`src/assert_macros.svh`:
```
// Assertion macros shared by the RTL files.
// Each check runs on the rising clock edge and is switched off while reset is high.
`ifndef ASSERT_MACROS_SVH
`define ASSERT_MACROS_SVH

`ifndef SYNTH

// The property must hold at every clock edge outside reset.
`define ASSERT_PROP(lbl, clk, rst, prop, msg) \
  lbl: assert property (@(posedge clk) disable iff (rst) (prop)) else $error(msg);

// The condition must never be true outside reset.
`define ASSERT_NEVER(lbl, clk, rst, cond, msg) \
  lbl: assert property (@(posedge clk) disable iff (rst) !(cond)) else $error(msg);

`else

`define ASSERT_PROP(lbl, clk, rst, prop, msg)
`define ASSERT_NEVER(lbl, clk, rst, cond, msg)

`endif

`endif

```
`src/u2u8_pkg.sv`:
```
package u2u8_pkg;

  // Source modes; the codes above the last one behave as pass-through.
  typedef enum logic [2:0] {
    MODE_PASS  = 3'd0,
    MODE_U16LE = 3'd1,
    MODE_U16BE = 3'd2,
    MODE_U32LE = 3'd3,
    MODE_U32BE = 3'd4
  } mode_t;

  // Configuration register indexes.
  typedef enum logic {
    REG_SOURCE_MODE = 1'b0,
    REG_MARK_SKIP   = 1'b1
  } reg_index_t;

  localparam int CfgW = 3;

  // Code unit and code point limits.
  localparam logic [15:0] SurrHighMin = 16'hD800;
  localparam logic [15:0] SurrHighMax = 16'hDBFF;
  localparam logic [15:0] SurrLowMin  = 16'hDC00;
  localparam logic [15:0] SurrLowMax  = 16'hDFFF;
  localparam logic [20:0] SuppBase    = 21'h10000;
  localparam logic [31:0] MaxCodePt   = 32'h10FFFF;

  // Replacement character U+FFFD as UTF-8.
  localparam logic [7:0] ReplByte0 = 8'hEF;
  localparam logic [7:0] ReplByte1 = 8'hBF;
  localparam logic [7:0] ReplByte2 = 8'hBD;

  // Lead and continuation markers.
  localparam logic [7:0] ContMask  = 8'h3F;
  localparam logic [7:0] LeadTwo   = 8'hC0;
  localparam logic [7:0] LeadThree = 8'hE0;
  localparam logic [7:0] LeadFour  = 8'hF0;
  localparam logic [7:0] ContMark  = 8'h80;

  // Job queue between the front and the back.
  localparam int QueueDepth = 4;
  localparam int QPtrW      = $clog2(QueueDepth);
  localparam int QCountW    = $clog2(QueueDepth + 1);

  // Most output bytes one input byte can cause.
  localparam int MaxResults = 6;
  localparam int IdxW       = $clog2(MaxResults);

  // What a queued point turns into.
  typedef enum logic [1:0] {
    PT_RAW  = 2'd0,
    PT_CODE = 2'd1,
    PT_REPL = 2'd2
  } point_kind_t;

  typedef struct packed {
    point_kind_t kind;
    logic [20:0] value;
  } point_t;

  // One classified input byte: up to two points to encode, plus end flags.
  typedef struct packed {
    logic   p0_valid;
    logic   p1_valid;
    point_t p0;
    point_t p1;
    logic   eoi;
    logic   err;
  } job_t;

  // Number of UTF-8 bytes a point becomes.
  function automatic logic [2:0] point_byte_count(point_t p);
    logic [2:0] len;
    case (p.kind)
      PT_RAW:  len = 3'd1;
      PT_REPL: len = 3'd3;
      PT_CODE: begin
        if (p.value < 21'h80)           len = 3'd1;
        else if (p.value < 21'h800)     len = 3'd2;
        else if (p.value < SuppBase)    len = 3'd3;
        else                            len = 3'd4;
      end
      default: len = 3'd1;
    endcase
    return len;
  endfunction

  // Byte k of the UTF-8 form of a point.
  function automatic logic [7:0] utf8_byte(point_t p, logic [1:0] k);
    logic [7:0]  b;
    logic [20:0] v;
    v = p.value;
    b = 8'h00;
    case (p.kind)
      PT_RAW:  b = v[7:0];
      PT_REPL: begin
        case (k)
          2'd0:    b = ReplByte0;
          2'd1:    b = ReplByte1;
          default: b = ReplByte2;
        endcase
      end
      PT_CODE: begin
        if (v < 21'h80) begin
          b = {1'b0, v[6:0]};
        end else if (v < 21'h800) begin
          if (k == 2'd0) b = LeadTwo | {3'b000, v[10:6]};
          else           b = ContMark | (ContMask & {2'b00, v[5:0]});
        end else if (v < SuppBase) begin
          case (k)
            2'd0:    b = LeadThree | {4'b0000, v[15:12]};
            2'd1:    b = ContMark | {2'b00, v[11:6]};
            default: b = ContMark | {2'b00, v[5:0]};
          endcase
        end else begin
          case (k)
            2'd0:    b = LeadFour | {5'b00000, v[20:18]};
            2'd1:    b = ContMark | {2'b00, v[17:12]};
            2'd2:    b = ContMark | {2'b00, v[11:6]};
            default: b = ContMark | {2'b00, v[5:0]};
          endcase
        end
      end
      default: b = 8'h00;
    endcase
    return b;
  endfunction

endpackage

```
`src/utf16_utf32_to_utf8_transcoder.sv`:
```
// Transcodes a byte stream of UTF-16 or UTF-32 text (either byte order) into UTF-8, or
// passes bytes through unchanged, after dropping a configured number of leading byte-order
// mark bytes. One input byte is accepted per cycle whenever the four-entry job queue has
// room; the output side delivers one UTF-8 byte per cycle while the receiver is ready, and
// an input byte yields as many output bytes as its points need: none for a dropped mark
// byte or an unfinished code unit, one in pass-through, up to six when a held high
// surrogate is flushed next to a new unit. A stream ends on an input with tlast; its final
// result carries the done flag and, if a partial code unit was left over, the length
// error flag. Configure only while the block is idle; writing the source mode discards
// any partial unit.
module utf16_utf32_to_utf8_transcoder
  import u2u8_pkg::*;
(
  input  logic            clk,
  input  logic            rst,
  // Configuration write port
  input  logic            cfg_we,
  input  logic            cfg_index,
  input  logic [CfgW-1:0] cfg_data,
  // Source bytes
  input  logic            s_axis_tvalid,
  output logic            s_axis_tready,
  input  logic [7:0]      s_axis_tdata,   // [7:0] in_byte
  input  logic            s_axis_tlast,   // end_of_input
  // UTF-8 bytes
  output logic            m_axis_tvalid,
  input  logic            m_axis_tready,
  output logic [7:0]      m_axis_tdata,   // [7:0] utf8_byte
  output logic            m_axis_tlast,   // run_last
  output logic [2:0]      m_axis_tuser    // [0] byte_present, [1] stream_done, [2] length_error
);

  logic q_full, q_push, q_pop, q_head_valid;
  job_t q_job, q_head_job;

  // Front: byte assembly, surrogate pairing and classification.
  u2u8_front u_front (
    .clk       (clk),
    .rst       (rst),
    .cfg_we    (cfg_we),
    .cfg_index (cfg_index),
    .cfg_data  (cfg_data),
    .in_valid  (s_axis_tvalid),
    .in_ready  (s_axis_tready),
    .in_byte   (s_axis_tdata),
    .in_last   (s_axis_tlast),
    .q_full    (q_full),
    .q_push    (q_push),
    .q_job     (q_job)
  );

  // Job queue decoupling the two sides.
  u2u8_queue u_queue (
    .clk        (clk),
    .rst        (rst),
    .push       (q_push),
    .push_job   (q_job),
    .full       (q_full),
    .pop        (q_pop),
    .head_valid (q_head_valid),
    .head_job   (q_head_job)
  );

  // Back: UTF-8 byte emission.
  u2u8_back u_back (
    .clk        (clk),
    .rst        (rst),
    .head_valid (q_head_valid),
    .head_job   (q_head_job),
    .pop        (q_pop),
    .out_valid  (m_axis_tvalid),
    .out_ready  (m_axis_tready),
    .out_byte   (m_axis_tdata),
    .out_last   (m_axis_tlast),
    .out_flags  (m_axis_tuser)
  );

endmodule

```
`src/u2u8_front.sv`:
```
module u2u8_front
  import u2u8_pkg::*;
(
  input  logic            clk,
  input  logic            rst,
  input  logic            cfg_we,
  input  logic            cfg_index,
  input  logic [CfgW-1:0] cfg_data,
  input  logic            in_valid,
  output logic            in_ready,
  input  logic [7:0]      in_byte,
  input  logic            in_last,
  input  logic            q_full,
  output logic            q_push,
  output job_t            q_job
);

  logic [2:0]  source_mode;
  logic [2:0]  mark_skip_count;
  logic [23:0] unit_bytes, unit_bytes_next;
  logic [1:0]  unit_position, unit_position_next;
  logic [9:0]  held_high, held_high_next;
  logic        pending, pending_next;
  logic [2:0]  dropped, dropped_next;

  logic        fire;
  logic        is_pass, is_u16, unit_done;
  logic [31:0] full_word, word32;
  logic [15:0] cu;
  logic        cu_low, cu_high;
  point_t      pa, pb, pf;
  logic        va, vb, vf;
  logic        err;

  assign in_ready = !q_full;
  assign fire     = in_valid && in_ready;

  // Classify the byte and work out the points it completes.
  always_comb begin
    unit_bytes_next    = unit_bytes;
    unit_position_next = unit_position;
    held_high_next     = held_high;
    pending_next       = pending;
    dropped_next       = dropped;
    pa = '0;
    pb = '0;
    pf = '0;
    va = 1'b0;
    vb = 1'b0;
    vf = 1'b0;
    err = 1'b0;

    is_pass = !(source_mode inside {MODE_U16LE, MODE_U16BE, MODE_U32LE, MODE_U32BE});
    is_u16  = (source_mode == MODE_U16LE) || (source_mode == MODE_U16BE);
    unit_done = is_u16 ? (unit_position == 2'd1) : (unit_position == 2'd3);
    full_word = {unit_bytes, in_byte};
    cu = (source_mode == MODE_U16LE) ? {full_word[7:0], full_word[15:8]} : full_word[15:0];
    word32 = (source_mode == MODE_U32LE) ?
             {full_word[7:0], full_word[15:8], full_word[23:16], full_word[31:24]} :
             full_word;
    cu_low  = (cu >= SurrLowMin) && (cu <= SurrLowMax);
    cu_high = (cu >= SurrHighMin) && (cu <= SurrHighMax);

    if (dropped < mark_skip_count) begin
      dropped_next = dropped + 3'd1;
    end else if (is_pass) begin
      va = 1'b1;
      pa.kind  = PT_RAW;
      pa.value = {13'd0, in_byte};
    end else if (!unit_done) begin
      unit_bytes_next    = full_word[23:0];
      unit_position_next = unit_position + 2'd1;
    end else begin
      unit_bytes_next    = '0;
      unit_position_next = '0;
      if (is_u16) begin
        if (pending && cu_low) begin
          // Surrogate pair joins into one supplementary code point.
          pending_next = 1'b0;
          va = 1'b1;
          pa.kind  = PT_CODE;
          pa.value = SuppBase + {1'b0, held_high, cu[9:0]};
        end else begin
          if (pending) begin
            // Unpaired high surrogate goes out on its own.
            va = 1'b1;
            pa.kind  = PT_CODE;
            pa.value = {5'd0, SurrHighMin[15:10], held_high};
          end
          if (cu_high) begin
            pending_next   = 1'b1;
            held_high_next = cu[9:0];
          end else begin
            pending_next = 1'b0;
            vb = 1'b1;
            pb.kind  = PT_CODE;
            pb.value = {5'd0, cu};
          end
        end
      end else begin
        va = 1'b1;
        if (word32 <= MaxCodePt) begin
          pa.kind  = PT_CODE;
          pa.value = word32[20:0];
        end else begin
          pa.kind  = PT_REPL;
          pa.value = '0;
        end
      end
    end

    // End of stream flushes a held surrogate and restarts all counting.
    if (in_last) begin
      err = unit_position_next != 2'd0;
      if (pending_next) begin
        vf = 1'b1;
        pf.kind  = PT_CODE;
        pf.value = {5'd0, SurrHighMin[15:10], held_high_next};
      end
      unit_bytes_next    = '0;
      unit_position_next = '0;
      held_high_next     = '0;
      pending_next       = 1'b0;
      dropped_next       = '0;
    end
  end

  // Pack the points in order into the job.
  always_comb begin
    q_job = '0;
    q_job.eoi = in_last;
    q_job.err = err;
    if (va) begin
      q_job.p0_valid = 1'b1;
      q_job.p0       = pa;
      q_job.p1_valid = vb || vf;
      q_job.p1       = vb ? pb : pf;
    end else if (vb) begin
      q_job.p0_valid = 1'b1;
      q_job.p0       = pb;
      q_job.p1_valid = vf;
      q_job.p1       = pf;
    end else begin
      q_job.p0_valid = vf;
      q_job.p0       = pf;
    end
  end

  assign q_push = fire && (va || vb || vf || in_last);

  // Configuration and decoding state.
  always_ff @(posedge clk) begin
    if (rst) begin
      source_mode     <= MODE_PASS;
      mark_skip_count <= '0;
      unit_bytes      <= '0;
      unit_position   <= '0;
      held_high       <= '0;
      pending         <= 1'b0;
      dropped         <= '0;
    end else if (cfg_we) begin
      if (cfg_index == REG_SOURCE_MODE) begin
        source_mode   <= cfg_data;
        unit_bytes    <= '0;
        unit_position <= '0;
        held_high     <= '0;
        pending       <= 1'b0;
      end else begin
        mark_skip_count <= cfg_data;
      end
    end else if (fire) begin
      unit_bytes    <= unit_bytes_next;
      unit_position <= unit_position_next;
      held_high     <= held_high_next;
      pending       <= pending_next;
      dropped       <= dropped_next;
    end
  end

endmodule

```
`src/u2u8_queue.sv`:
```
`include "assert_macros.svh"

module u2u8_queue
  import u2u8_pkg::*;
(
  input  logic clk,
  input  logic rst,
  input  logic push,
  input  job_t push_job,
  output logic full,
  input  logic pop,
  output logic head_valid,
  output job_t head_job
);

  job_t               entries [QueueDepth];
  logic [QPtrW-1:0]   wr_ptr;
  logic [QPtrW-1:0]   rd_ptr;
  logic [QCountW-1:0] count;

  assign full       = count == QCountW'(QueueDepth);
  assign head_valid = count != '0;
  assign head_job   = entries[rd_ptr];

  // Job storage.
  always_ff @(posedge clk) begin
    if (push) begin
      entries[wr_ptr] <= push_job;
    end
  end

  // Pointers and fill level.
  always_ff @(posedge clk) begin
    if (rst) begin
      wr_ptr <= '0;
      rd_ptr <= '0;
      count  <= '0;
    end else begin
      if (push) wr_ptr <= wr_ptr + QPtrW'(1);
      if (pop)  rd_ptr <= rd_ptr + QPtrW'(1);
      if (push && !pop)      count <= count + QCountW'(1);
      else if (pop && !push) count <= count - QCountW'(1);
    end
  end

  `ASSERT_NEVER(q_overflow, clk, rst, push && full && !pop, "job pushed into a full queue")
  `ASSERT_NEVER(q_underflow, clk, rst, pop && !head_valid, "job popped from an empty queue")

endmodule

```
`src/u2u8_back.sv`:
```
`include "assert_macros.svh"

module u2u8_back
  import u2u8_pkg::*;
(
  input  logic       clk,
  input  logic       rst,
  input  logic       head_valid,
  input  job_t       head_job,
  output logic       pop,
  output logic       out_valid,
  input  logic       out_ready,
  output logic [7:0] out_byte,
  output logic       out_last,
  output logic [2:0] out_flags
);

  logic [IdxW-1:0] idx;
  logic [2:0]      len0, len1;
  logic [3:0]      total;
  logic [2:0]      rel;
  logic [7:0]      cur_byte;
  logic            bare, last, load;
  logic            out_present, out_done, out_err;

  // Pick the byte at the current position of the head job.
  always_comb begin
    len0  = head_job.p0_valid ? point_byte_count(head_job.p0) : 3'd0;
    len1  = head_job.p1_valid ? point_byte_count(head_job.p1) : 3'd0;
    total = {1'b0, len0} + {1'b0, len1};
    bare  = head_job.eoi && (total == 4'd0);
    rel   = idx - len0;
    if (idx < len0) cur_byte = utf8_byte(head_job.p0, idx[1:0]);
    else            cur_byte = utf8_byte(head_job.p1, rel[1:0]);
    if (bare) cur_byte = 8'h00;
    last = bare || (({1'b0, idx} + 4'd1) == total);
  end

  assign load = head_valid && (!out_valid || out_ready);
  assign pop  = load && last;

  // Byte position within the head job.
  always_ff @(posedge clk) begin
    if (rst) begin
      idx <= '0;
    end else if (load) begin
      idx <= last ? '0 : idx + IdxW'(1);
    end
  end

  // Output register.
  always_ff @(posedge clk) begin
    if (rst) begin
      out_valid <= 1'b0;
    end else if (load) begin
      out_valid <= 1'b1;
    end else if (out_ready) begin
      out_valid <= 1'b0;
    end
  end

  always_ff @(posedge clk) begin
    if (load) begin
      out_byte    <= cur_byte;
      out_last    <= last;
      out_present <= !bare;
      out_done    <= last && head_job.eoi;
      out_err     <= last && head_job.err;
    end
  end

  assign out_flags = {out_err, out_done, out_present};

  `ASSERT_NEVER(b_idx_range, clk, rst, head_valid && (idx >= IdxW'(MaxResults)), "byte index out of range")
  `ASSERT_PROP(b_done_last, clk, rst, out_valid && out_done |-> out_last, "stream end not on last byte")
  `ASSERT_PROP(b_err_done, clk, rst, out_valid && out_err |-> out_done, "length error without stream end")

endmodule

```
`config.mk`:
```
export PLATFORM = sky130hd
export DESIGN_NAME = utf16_utf32_to_utf8_transcoder
export DESIGN_NICKNAME = d
export VERILOG_FILES = /design/src/u2u8_pkg.sv /design/src/utf16_utf32_to_utf8_transcoder.sv /design/src/u2u8_front.sv /design/src/u2u8_queue.sv /design/src/u2u8_back.sv
export VERILOG_INCLUDE_DIRS = /design/src /design/src/src
export SDC_FILE = /design/constraint.sdc
export NUM_CORES = 1
export LEC_CHECK = 0
export BUFFER_PORTS_ARGS = -buffer_cell sky130_fd_sc_hd__clkbuf_2
export CELL_PAD_IN_SITES_DETAIL_PLACEMENT = 0
export CELL_PAD_IN_SITES_GLOBAL_PLACEMENT = 2
export CORE_UTILIZATION = 49
export CTS_BUF_LIST = sky130_fd_sc_hd__clkbuf_8
export CTS_CLUSTER_DIAMETER = 150
export DETAILED_ROUTE_END_ITERATION = 10
export GPL_TIMING_DRIVEN = 0
export HOLD_SLACK_MARGIN = 0.12
export PLACE_DENSITY_LB_ADDON = 0.2
export SLEW_MARGIN = 10
export SYNTH_ARGS = -nofsm -noshare
export SYNTH_HDL_FRONTEND = slang
export SYNTH_SLANG_ARGS = --single-unit
```
`constraint.sdc`:
```
create_clock -name clk -period 10.2 [get_ports clk]
set_input_delay 0 -clock clk [delete_from_list [all_inputs] [get_ports clk]]
set_output_delay 0 -clock clk [all_outputs]
set_load 0.02 [all_outputs]
```
# Yosys cells after proc, flatten, opt, wreduce, memory -nomap -nowiden
# Memories as Yosys holds them, arrays and structs flattened. A register that Yosys moved wholly into a read port is not among the register bits.
# Cells that the tools add are included.
[word_totals]
ff_bits = 69
ramBits = 200
input_bits = 18
n_memories = 1
[mem_list]
columns = ["memory", "depth", "width", "rd", "rd_clocked_by_memory_dff", "wr", "line_no", "text"]
rows = [
  ["u_queue.entries", 4, 50, 1, 1, 1, "u2u8_queue.sv:16", "job_t entries [QueueDepth];"],
]
[op_classes]
add_sub_neg = 11
order_cmp = 13
eq_ne = 18
n_mux = 110
n_bitwise = 2
reduce_logical = 42
[op_table]
columns = ["operator", "n"]
rows = [
  ["2-to-1 mux 23 bit", 14],
  ["2-to-1 mux 24 bit", 7],
  ["2-to-1 mux 10 bit", 10],
  ["2-to-1 mux 22 bit", 3],
  ["2-to-1 mux 8 bit", 7],
  ["case mux 7 bit (2 select lines)", 4],
  ["2-to-1 mux 48 bit", 1],
  ["case mux 8 bit (3 select lines)", 2],
  ["< comparator 21 x 12 -> 1 bit, second input constant", 2],
  ["< comparator 21 x 17 -> 1 bit, second input constant", 2],
  ["< comparator 21 x 8 -> 1 bit, second input constant", 2],
  ["case mux 7 bit (3 select lines)", 2],
  ["2-to-1 mux 3 bit", 13],
  ["greater-or-equal comparator 16 bit, second input constant", 2],
  ["less-or-equal comparator 16 bit, second input constant", 2],
  ["less-or-equal comparator 32 x 21 -> 1 bit, second input constant", 1],
  ["2-to-1 mux 1 bit", 32],
  ["2-to-1 mux 32 bit", 1],
  ["adder 17 x 20 -> 21 bit, first input constant", 1],
  ["2-to-1 mux 2 bit", 9],
  ["2-to-1 mux 16 bit", 1],
  ["2-to-1 mux 7 bit", 2],
  ["logical AND 1 bit", 12],
  ["case mux 3 bit (2 select lines)", 2],
  ["26 further kinds", 62],
]

# Longest topological paths before layout
[logic_depth]
word_depth = 19
mapped_depth = 28
ltp_nobuf = 21

# By module
# A second synthesis with hierarchy kept.
[unflattened]
hier_cells = 1080
area_unflattened_um2 = 13818.3
[by_module_without_submodules]
columns = ["module", "instances", "cells_each", "area_per_inst_um2"]
rows = [
  ["u2u8_queue", 1, 306, 7702.4],
  ["u2u8_front", 1, 454, 3572.2],
  ["u2u8_back", 1, 320, 2543.7],
]

# Worst setup path before layout
# OpenSTA, ideal clock, no wires.
[synth_path]
kind = "reg2reg"
from = "reg (tool-made name)"
to = "reg u_queue.count[2]"
setup_ns = 0.071
arrival_time_ns = 5.518
required_ns = 10.129
path_slack_ns = 4.611
stages_incl_launch_ff = 26
path_buffers = 5
period_less_slack_ns = 5.589
cell_sequence = "dfxtp_1 > buf_6 > buf_12 > buf_2 > buf_2 > buf_2 > mux4_2 > ha_1 > nand2_1 > a21oi_1 > o31a_1 > ha_1 > fa_1 > xor2_1 > inv_1 > nand3_1 > mux2i_1 > o211ai_2 > a21oi_4 > inv_1 > ha_1 > inv_1 > fa_1 > xor2_1 > or3_1 > a21oi_1"
[synth_lines]
columns = ["item", "line_no", "text"]
rows = [
  ["to (signal assigned)", "u2u8_queue.sv:41", "if (push && !pop) count <= count + QCountW'(1);"],
  ["to (signal assigned)", "u2u8_queue.sv:42", "else if (pop && !push) count <= count - QCountW'(1);"],
  ["to (decl)", "u2u8_queue.sv:19", "logic [QCountW-1:0] count;"],
]

==> results.sh <==
export IMPL_synth_top_cell_by_area="edfxtp_1"
export IMPL_drt_iter0_drc=828
export IMPL_grt_usage_pct=27.6
export IMPL_cts_tree="done"
export IMPL_min_path_type="input port to flop"
export IMPL_yosys_top_cells_area="edfxtp_1, dfxtp_1, mux4_2"
export IMPL_start_kind="flop"
export IMPL_io_pins=32
export IMPL_max_freq_mhz=149
export IMPL_clk_latency_ns=0.56
export IMPL_arrival_ns=7.20
export IMPL_min_period_ns=6.72
export IMPL_row_count=57
export IMPL_clockBufferDepth=3
export IMPL_numCtsBuffers=40
export IMPL_switchingPower_mw=1.03
export IMPL_synth_avg_cell_area_um2=12.1
export IMPL_hpwl_mm=25.2
export IMPL_synthCells=1019
export IMPL_coreArea_mm2=0.0245
export IMPL_synth_top_area_share_pct=44.9
export IMPL_tns_ns=0
export IMPL_internal_power_mw=2.00
export IMPL_cts_root_buf="clkbuf_8"
export IMPL_grt_max_degree=31
export IMPL_portBuffers=30
export IMPL_die_h_um=161
export IMPL_start_util_pct=50.3
export IMPL_finalCritPeriodShare_pct=65.9
export IMPL_criticalPathCategory="flop to flop"
export IMPL_grt_overflow_total=0
export IMPL_outcome="finished clean"
export IMPL_maxCapViolations=0
export IMPL_leakage_nw=4.88
export IMPL_htree_levels=2
export IMPL_peakVddDrop_uv=133
export IMPL_dieArea_mm2=0.0258
export IMPL_drc=0
export IMPL_first_pass_iters=7
export IMPL_synthFlopType="edfxtp_1"
export IMPL_finalHoldViolCount=0
export IMPL_area_growth_pct=13.7
export IMPL_first_global_vias=8889
export IMPL_syn_nets=1062
export IMPL_drive_above_1_share_pct=15.8
export IMPL_setup_violations=0
export IMPL_crit_fanout=10
export IMPL_rsz0062_at_grt="false"
export IMPL_antenna_found_initial=0
export IMPL_vias_per_cell=6.14
export IMPL_grt_pass1_wl_mm=53.4
export IMPL_layout_commonest_cell="edfxtp_1"
export IMPL_place_gp_congestion=0.906
export IMPL_yosys_warnings=0
export IMPL_numClockSinks=243
export IMPL_syn_area_mm2=0.0123
export IMPL_synth_seq_cells=243
export IMPL_clk_pin_slew_ns=0.06
export IMPL_most_common_layout_cells="edfxtp_1, nor2_1, dfxtp_1, nand2_1, a21oi_1"
export IMPL_skew_ns=0.0240
export IMPL_antenna_left=0
export IMPL_async_flop_share_pct=0
export IMPL_p_per_area_mw_per_mm2=216
export IMPL_post_drt_wl_per_cell_um=23.6
export IMPL_synth_distinct_cells=84
export IMPL_die_w_um=161
export IMPL_fin_nets=1160
export IMPL_relSlewSlack_pct=14.4
export IMPL_post_cts_setup_buffer_count=0
export IMPL_end_kind="flop"
export IMPL_vias=9050
export IMPL_critPathRequiredTime_ns=10.68
export IMPL_swShare_pct=33.9
export IMPL_yosysSeqAreaShare_pct=54.5
export IMPL_diodes=0
export IMPL_synth_edf_count=184
export IMPL_wl_mm=34.8
export IMPL_clockPowerShare_pct=28.7
export IMPL_p_comb_share_pct=31.0
export IMPL_worstMarginPinSlew_ns=1.28
export IMPL_postLayoutCoreUtil_pct=57.2
export IMPL_sequentialPowerShare_pct=40.3
export IMPL_slew_violations=0
[cell type report]
cell class / instances / area [um^2]
plain buffers: 62 / 295
inverters: 36 / 138
fillers: 2049 / 10500
clock buffers: 46 / 633
well taps: 324 / 405
multi-input cells: 678 / 5180
flip-flops and latches: 243 / 6710
clock inverters: 28 / 198
repair buffers: 56 / 445
[stage by stage]
step / instance area [um^2] / worst slack (ns) / power, mW / hold slack, ns / cells
after floorplan: 12300 / 4.61 / 1.89 / 0.0989 / 1019
after global placement: 12900 / 3.42 / 2.16 / 0.250 / 1373
after detailed placement: 13000 / 3.46 / 2.16 / 0.262 / 1378
after CTS: 14000 / 3.46 / 3.04 / 0.211 / 1473
after global routing: 14000 / 3.06 / 3.17 / 0.255 / 1473
final: 14000 / 3.48 / 3.03 / 0.239 / 1473
[critical path: stages, from the launching register on]
cell	delay [ns]
dfxtp_1	0.43
buf_6	0.17
buf_2	0.26
buf_2	0.33
buf_2	0.36
buf_2	0.36
buf_2	0.38
mux4_2	0.44
ha_1	0.22
clkbuf_1	0.23
o31a_1	0.37
ha_1	0.22
fa_1	0.43
xor2_1	0.36
inv_1	0.07
nand3_1	0.09
mux2i_1	0.08
o211ai_2	0.33
a21oi_4	0.14
inv_1	0.08
ha_1	0.18
inv_1	0.07
fa_1	0.42
xor2_1	0.17
or3_1	0.32
a21oi_1	0.14
[cells by family (layout without fill, tap and decap cells)]
group | count (synthesis) | after routing | synth area share, %
muxes | 96 | 96 | 12.3
AOI/OAI and AO/OA | 251 | 251 | 14.4
and+or+nand+nor | 292 | 292 | 11.6
DFF | 243 | 243 | 54.5
xor gates and xnor gates | 14 | 14 | 0.996
adders and majority gates | 25 | 25 | 2.66
buffers and inverters | 98 | 228 | 3.52
[power by group through the flow]
stage               registers, mW  logic, mW  clock network (mW)
global placement             1.24      0.918                   0
finish                       1.22      0.938               0.870
detailed placement           1.24      0.923                   0
CTS                          1.22      0.934               0.882
global route                 1.23       1.02               0.924
floorplan                    1.26      0.628                   0
[state kept, by name, indices dropped and copies added, names as in the netlist, named ones only]
register	flops
u_front.held_high	10
u_back.out_present	1
u_front.unit_bytes	24
u_front.source_mode	3
u_queue.entries	172
u_front.mark_skip_count	3
u_front.pending	1
u_back.idx	3
u_back.out_done	1
u_back.out_valid	1
u_queue.count	3
u_back.out_last	1
u_front.dropped	3
u_queue.wr_ptr	2
u_back.out_byte	8
u_back.out_err	1
u_front.unit_position	2
u_queue.rd_ptr	2
[synthesized netlist by cell type (all sizes together) (14+ instances only)]
library cell and count:
a22oi 44, o21ai 31, mux2i 39, ha 23, edfxtp 184, nand2 53, nand3 18, mux2 16
dfxtp 59, nor2 124, mux4 41, o221ai 14, buf 27, and2 18, clkbuf 35, a21oi 49
inv 34
[timing repair]
action | in CTS | in global routing
hold buffers | 21 | 0
gates resized for setup | 0 | 0
hold endpoints to repair | 46 | 0
[path summary, 6_finish.rpt]
check / start / to / slack [ns] / cells after the start
hold reg to reg: u_front.mark_skip_count[1]$_SDFFE_PP0P_ / u_front.mark_skip_count[1]$_SDFFE_PP0P_ / 0.47 / 2
setup reg to reg: flop / u_queue.count[2]$_SDFFE_PP0P_ / 3.48 / 25
setup / recovery: flop / u_queue.count[2]$_SDFFE_PP0P_ / 3.48 / 25
hold / removal: cfg_data[2] / u_front.source_mode[2]$_SDFFE_PP0P_ / 0.24 / 4
[per-layer routing]
metal	routed length (um)	vias to the layer above	GRT usage, %	share of wire [%]
met2	16700	308	44.7	48
met5	0	-	0	0
met4	1380	0	12.2	4.0
met1	14600	4476	36.6	42
met3	2020	87	4.52	5.8
li1	-	4179	-	-
(Power assumes the default switching activity.)
